## src/hdl/imubc_pkg.sv

```systemverilog
// ----------------------------------------------------------------------------
// imubc_pkg
// Shared widths, reset values, register codes and control types of the IMU
// bias calibration and scaling core.
// ----------------------------------------------------------------------------
package imubc_pkg;

  localparam int NAXES      = 6;
  localparam int IN_W       = 16;
  localparam int BIAS_W     = 24;
  localparam int ACC_OUT_W  = 23;
  localparam int RATE_OUT_W = 21;
  localparam int GAIN_W     = 24;
  localparam int HALF_W     = GAIN_W / 2;
  localparam int CAL_W      = 11;
  localparam int GAIN_FRAC  = 16;

  localparam int IN_TDATA_W  = NAXES * IN_W;
  localparam int OUT_FIELD_W = 3 * ACC_OUT_W + 3 * RATE_OUT_W;
  localparam int OUT_TDATA_W = ((OUT_FIELD_W + 7) / 8) * 8;

  localparam int MAX_CAL_FRAMES_DEF = 1024;
  localparam int BIAS_FRAC_BITS_DEF = 8;

  localparam logic [CAL_W-1:0]  CAL_SAMPLES_RST = CAL_W'(200);
  localparam logic [GAIN_W-1:0] ACCEL_GAIN_RST  = GAIN_W'(2570754);
  localparam logic [GAIN_W-1:0] GYRO_GAIN_RST   = GAIN_W'(572229);

  localparam int CFG_IDX_W = 2;
  localparam logic [CFG_IDX_W-1:0] REG_CAL_SAMPLES = 2'd0;
  localparam logic [CFG_IDX_W-1:0] REG_ACCEL_GAIN  = 2'd1;
  localparam logic [CFG_IDX_W-1:0] REG_GYRO_GAIN   = 2'd2;

  typedef enum logic [2:0] {
    ST_IDLE,
    ST_CALC_LO,
    ST_CALC_HI,
    ST_CALC_SUM,
    ST_DELIVER,
    ST_DIV_LOAD,
    ST_DIV_STEP,
    ST_DIV_DONE
  } state_t;

  typedef struct packed {
    logic acc;       // add raw sample into the running sum
    logic load;      // capture |raw - bias| and its sign
    logic mul_lo;    // partial product with low gain half
    logic mul_hi;    // partial product with high gain half
    logic fin;       // combine, round, saturate
    logic div_load;  // start bias division
    logic div_step;  // one quotient bit
    logic div_done;  // latch the bias
  } lane_ctrl_t;

endpackage

```

## src/hdl/imubc_lane.sv

```systemverilog
// ----------------------------------------------------------------------------
// imubc_lane
// One axis: calibration sum, bit-serial bias divider and two-step
// bias-removed gain multiply with rounding and saturation.
// ----------------------------------------------------------------------------
module imubc_lane #(
  parameter int MAX_CAL_FRAMES = imubc_pkg::MAX_CAL_FRAMES_DEF,
  parameter int BIAS_FRAC_BITS = imubc_pkg::BIAS_FRAC_BITS_DEF,
  parameter int OUT_W          = imubc_pkg::ACC_OUT_W,
  localparam int CNT_W         = $clog2(MAX_CAL_FRAMES + 1)
) (
  input  logic                              clk,
  input  logic                              rst_n,
  input  imubc_pkg::lane_ctrl_t             ctrl,
  input  logic signed [imubc_pkg::IN_W-1:0] raw,
  input  logic [imubc_pkg::GAIN_W-1:0]      gain,
  input  logic [CNT_W-1:0]                  good,
  output logic signed [OUT_W-1:0]           res
);

  localparam int IN_W     = imubc_pkg::IN_W;
  localparam int BIAS_W   = imubc_pkg::BIAS_W;
  localparam int HALF_W   = imubc_pkg::HALF_W;
  localparam int GAIN_W   = imubc_pkg::GAIN_W;
  localparam int SUM_W    = IN_W + CNT_W;
  localparam int DIV_W    = SUM_W + BIAS_FRAC_BITS + 1;
  localparam int QX_W     = ((DIV_W > BIAS_W) ? DIV_W : BIAS_W) + 1;
  localparam int RAW_SH_W = IN_W + BIAS_FRAC_BITS;
  localparam int DIFF_W   = ((RAW_SH_W > BIAS_W) ? RAW_SH_W : BIAS_W) + 1;
  localparam int MP_W     = DIFF_W + HALF_W;
  localparam int HI_W     = GAIN_W - HALF_W;
  localparam int PROD_W   = DIFF_W + GAIN_W;
  localparam int SH       = BIAS_FRAC_BITS + imubc_pkg::GAIN_FRAC;

  logic signed [SUM_W-1:0]  sum_r;
  logic signed [BIAS_W-1:0] bias_r;
  logic [CNT_W-1:0]         rem_r;
  logic [DIV_W-1:0]         quo_r;
  logic                     qneg_r;
  logic [DIFF_W-1:0]        mag_r;
  logic                     neg_r;
  logic [MP_W-1:0]          p_lo_r;
  logic [MP_W-1:0]          p_hi_r;
  logic signed [OUT_W-1:0]  res_r;

  // calibration sum and divider
  logic [SUM_W-1:0]  sum_mag;
  logic [DIV_W-1:0]  dividend;
  logic [CNT_W:0]    rem_sh;
  logic [CNT_W:0]    rem_sub;
  logic              rem_ge;
  logic [QX_W-1:0]   qx;
  logic [BIAS_W-1:0] bias_nxt;

  always_comb begin
    sum_mag  = sum_r[SUM_W-1] ? SUM_W'(-sum_r) : SUM_W'(sum_r);
    dividend = (DIV_W'(sum_mag) << BIAS_FRAC_BITS) + DIV_W'(good >> 1);
    rem_sh   = {rem_r, quo_r[DIV_W-1]};
    rem_sub  = rem_sh - {1'b0, good};
    rem_ge   = rem_sh >= {1'b0, good};
    qx       = QX_W'(quo_r);
    if (qneg_r) begin
      if (qx > (QX_W'(1) << (BIAS_W - 1))) begin
        bias_nxt = {1'b1, {(BIAS_W-1){1'b0}}};
      end else begin
        bias_nxt = -qx[BIAS_W-1:0];
      end
    end else begin
      if (qx > ((QX_W'(1) << (BIAS_W - 1)) - QX_W'(1))) begin
        bias_nxt = {1'b0, {(BIAS_W-1){1'b1}}};
      end else begin
        bias_nxt = qx[BIAS_W-1:0];
      end
    end
  end

  always_ff @(posedge clk) begin
    if (!rst_n) begin
      sum_r  <= '0;
      bias_r <= '0;
    end else begin
      if (ctrl.acc) begin
        sum_r <= sum_r + {{(SUM_W-IN_W){raw[IN_W-1]}}, raw};
      end
      if (ctrl.div_done) begin
        bias_r <= bias_nxt;
      end
    end
  end

  always_ff @(posedge clk) begin
    if (ctrl.div_load) begin
      rem_r  <= '0;
      quo_r  <= dividend;
      qneg_r <= sum_r[SUM_W-1];
    end else if (ctrl.div_step) begin
      rem_r <= rem_ge ? rem_sub[CNT_W-1:0] : rem_sh[CNT_W-1:0];
      quo_r <= {quo_r[DIV_W-2:0], rem_ge};
    end
  end

  // scaling path
  logic signed [DIFF_W-1:0] diff;
  logic [PROD_W-1:0]        prod;
  logic [PROD_W-1:0]        q;
  logic [OUT_W-1:0]         res_nxt;

  always_comb begin
    diff = ({{(DIFF_W-IN_W){raw[IN_W-1]}}, raw} <<< BIAS_FRAC_BITS)
           - {{(DIFF_W-BIAS_W){bias_r[BIAS_W-1]}}, bias_r};
    prod = PROD_W'(p_lo_r) + (PROD_W'(p_hi_r) << HALF_W);
    q    = (prod + (PROD_W'(1) << (SH - 1))) >> SH;
    if (neg_r) begin
      if (q > (PROD_W'(1) << (OUT_W - 1))) begin
        res_nxt = {1'b1, {(OUT_W-1){1'b0}}};
      end else begin
        res_nxt = -q[OUT_W-1:0];
      end
    end else begin
      if (q > ((PROD_W'(1) << (OUT_W - 1)) - PROD_W'(1))) begin
        res_nxt = {1'b0, {(OUT_W-1){1'b1}}};
      end else begin
        res_nxt = q[OUT_W-1:0];
      end
    end
  end

  always_ff @(posedge clk) begin
    if (ctrl.load) begin
      mag_r <= diff[DIFF_W-1] ? DIFF_W'(-diff) : DIFF_W'(diff);
      neg_r <= diff[DIFF_W-1];
    end
    if (ctrl.mul_lo) begin
      p_lo_r <= MP_W'(mag_r) * MP_W'(gain[HALF_W-1:0]);
    end
    if (ctrl.mul_hi) begin
      p_hi_r <= MP_W'(mag_r) * MP_W'(gain[GAIN_W-1 -: HI_W]);
    end
    if (ctrl.fin) begin
      res_r <= signed'(res_nxt);
    end
  end

  assign res = res_r;

endmodule

```

## config.mk

```make
export PLATFORM = sky130hd
export DESIGN_NAME = imubc_lane
export DESIGN_NICKNAME = d
export VERILOG_FILES = /design/src/hdl/imubc_pkg.sv /design/src/hdl/imubc_lane.sv
export SDC_FILE = /design/constraint.sdc
export NUM_CORES = 2
export LEC_CHECK = 0
export BUFFER_PORTS_ARGS = -buffer_cell sky130_fd_sc_hd__buf_2
export CAP_MARGIN = 20
export CORE_MARGIN = 4
export CORE_UTILIZATION = 25
export DETAILED_ROUTE_END_ITERATION = 7
export GPL_ROUTABILITY_DRIVEN = 0
export HOLD_SLACK_MARGIN = 0.08
export SLEW_MARGIN = 10
export SYNTH_ARGS = -nofsm -noshare
export SYNTH_HDL_FRONTEND = slang
export SYNTH_SLANG_ARGS = --single-unit
```

## constraint.sdc

```tcl
create_clock -name clk -period 9.1 [get_ports clk]
set_input_delay 1.82 -clock clk [delete_from_list [all_inputs] [get_ports clk]]
set_output_delay 1.82 -clock clk [all_outputs]
set_load 0.1 [all_outputs]
```

==> results.md <==
* Status: finished clean
* # IOs at 84
* Final Max Slew Viols at 0
* GRT overflow at 0
* Initial antenna violation count at 19
* Dpl cell area at 34800 um2
* # DRC at 0
* Reg2reg path depth at 22
* Tcrit/Tclk final at 84.3%
* Synth top area share at 28.3%
* Via count at 24970
* TNS Setup at 0 ps
* Synth top area cells: fa_1 28%, edfxtp_1 14%, ha_1 9.7%
* Worst Hold End: bias_r[15]
* Hold Crit Depth at 2
* Root Driver: clkbuf_16
* Worst-Margin Slew at 1100 ps
* RSZ-0062 raised after global routing: no
* CTS max path bufs at 3
* Clock Pin Slew Worst Setup and Hold Paths at 60 ps
* Final wirelength at 85.5 mm
* Detailed-router iteration count before antenna repair at 5
* Crit end category: flop
* Pin count of the biggest net entering global routing at 57
* Final setup viols at 0
* DP HPWL at 67.1 mm
* Post-detailed-route count of antenna-violating nets at 0
* CTS tree: yes
* R2R Path End: p_lo_r[36]
* R2R Setup Slk at 2080 ps
* Die W at 369 um
* Hold-fix buffers, CTS at 0
* Finished Cell Area at 35600 um2
* Num Clock Sinks at 210
* Nets@finish at 4455
* Post-CTS Resized at 0
* Crit path max fanout at 25
* First-pass GRT wire length at 141 mm
* # Post-CTS Setup Buffers at 0
* Placement Setup Slack at 960 ps
* Starting density of the core at 25.2%
* Port bufs at 83
* Max transition margin at 26.4%
* Initial detailed-routing violation count at 1346
* Synth Instances at 3714
* Clock latency on the worst-skew pair at 590 ps
* Worst endpoint required time at 9410 ps
* Gr usage total at 12.6%
* Ys flop type: edfxtp_1
* Crit Path Category: input port to flop
* Multi-input gate area at 23900 um2
* Count of cell types in the netlist at 77
* F_max at 0.130 GHz
* Row cnt at 132
* Mapped cell area at 32600 um2
* CTS H-tree depth at 1
* Cell with the most instances after synthesis: inv_1
* Die height at 369 um
* Tmin final at 7670 ps
* Post-synthesis average cell area at 8.79 um2
* Vias in the first global route at 25740
* Most frequent cells after synthesis: 623 x inv_1, 533 x nand2_1, 462 x fa_1, 254 x ha_1, 183 x nor2_1
* Core footprint at 130000 um2
* R2R Path Start: mag_r[12]
* Number of vias per cell at 4.58
* Avg WL per Cell at 15.7 um
* Post-synth EDFFs at 148
* Final worst slack at 1430 ps
* Register area at 5690 um2
* Die area at 136000 um2
* Area growth syn-to-layout at 9.23%
* Crit path DAT at 7980 ps
* Final hold vios at 0
* Worst Setup Start Kind: input port
* FF+latch count, synth at 210
* Post-synthesis sequential area ratio at 17.4%
* Hold WS at 484 ps
* Fin Clk Skew at 34.7 ps
* CTS Buf Count at 26
* Max_cap viols at 0
* Yosys warnings at 0
* Layout cells sized above 1 at 5.90%
* Hold path start: bias_r[15]
* Cell taking the most area after synthesis: fa_1
* Syn nets at 4491
* Worst Hold Class: flop to flop
* Number of fillers in the final layout at 13834
* Post-synth ARST share at 0%
[metrics by stage]
| stage | utilization [%] | cells |
|---|---|---|
| floorplan | - | 3714 |
| global placement | 26.8 | 5391 |
| detailed placement | 26.8 | 5391 |
| global route | 27.5 | 5443 |
| finish | 27.5 | 5447 |
| CTS | 27.5 | 5439 |
[flip-flops by register name, indices dropped and copies added (netlist names)]
signal and cells:
p_hi_r 37, p_lo_r 25, neg_r 1, rem_r 11
mag_r 25, sum_r 27, res 23, quo_r 36
bias_r 24, qneg_r 1
[layout make-up]
| cell class | instances | area share (%) |
|---|---|---|
| Antenna cell | 7 | 0.0491 |
| Clock buffer | 36 | 1.99 |
| Clock inverter | 12 | 0.288 |
| Inverter | 624 | 6.57 |
| Multi-Input combinational cell | 2701 | 67.1 |
| Sequential cell | 210 | 16.0 |
| Tap cell | 1742 | 6.12 |
| Timing Repair Buffer | 115 | 1.90 |
[worst max-delay path by stage]
stage | start | to | slack (ps) | depth (start not counted)
6_report | gain[17] | p_hi_r[35] | 1430 | 21
5_1_grt | gain[17] | p_hi_r[35] | 1040 | 21
4_1_cts | gain[23] | p_hi_r[35] | 1550 | 21
3_5_place_dp | gain[23] | p_hi_r[33] | 960 | 21
3_3_place_gp | gain[23] | p_hi_r[33] | 990 | 21
2_1_floorplan | gain[17] | p_hi_r[33] | 1460 | 23
[cells by family (layout without fill, tap and decap cells)]
group                      Yosys count  count (layout)  share of synthesized area, %
adders and majority gates          716             716                          38.1
xor gates and xnor gates           183             183                          4.91
muxes                               57              57                          1.87
other                                0               7                             0
and+or+nand+nor                   1237            1237                          18.2
buffers and inverters              803             787                          9.24
DFF                                210             210                          17.4
AOI/OAI and AO/OA                  508             508                          10.3
[cell usage in the layout, fill, tap and decap left out, drive strengths merged, types with 62 or more instances in the layout]
master,netlist,layout
o21ai,101,101
xor2,64,64
and2,180,180
nand2,533,533
xnor2,119,119
fa,462,462
nor3,72,72
edfxtp,148,148
ha,254,254
a21oi,120,120
dfxtp,62,62
inv,623,625
nor2,183,183
buf,3,115
[worst max-delay path, cell delays in order]
cell	delay, ps
buf_2	450
nand2_1	160
fa_1	540
fa_1	530
inv_1	60
fa_1	460
fa_1	560
inv_1	60
fa_1	540
inv_1	50
ha_1	410
nand4_1	120
o21ai_0	150
or4_1	180
o211ai_1	120
nand2_1	210
a41oi_1	220
a21bo_2	270
a2111oi_0	690
a31oi_1	200
xnor2_1	160
[metal layers]
layer / vias to the layer above / track usage, % / share of wire, %
met5: - / 0 / 0.026
met2: 680 / 20.5 / 45
met4: 4 / 3.05 / 3.0
li1: 11931 / - / -
met3: 111 / 2.81 / 6.8
met1: 12244 / 17.1 / 45
Power is not shown: default switching activity piles up to over one toggle a cycle in this logic, so the estimate is an artifact.
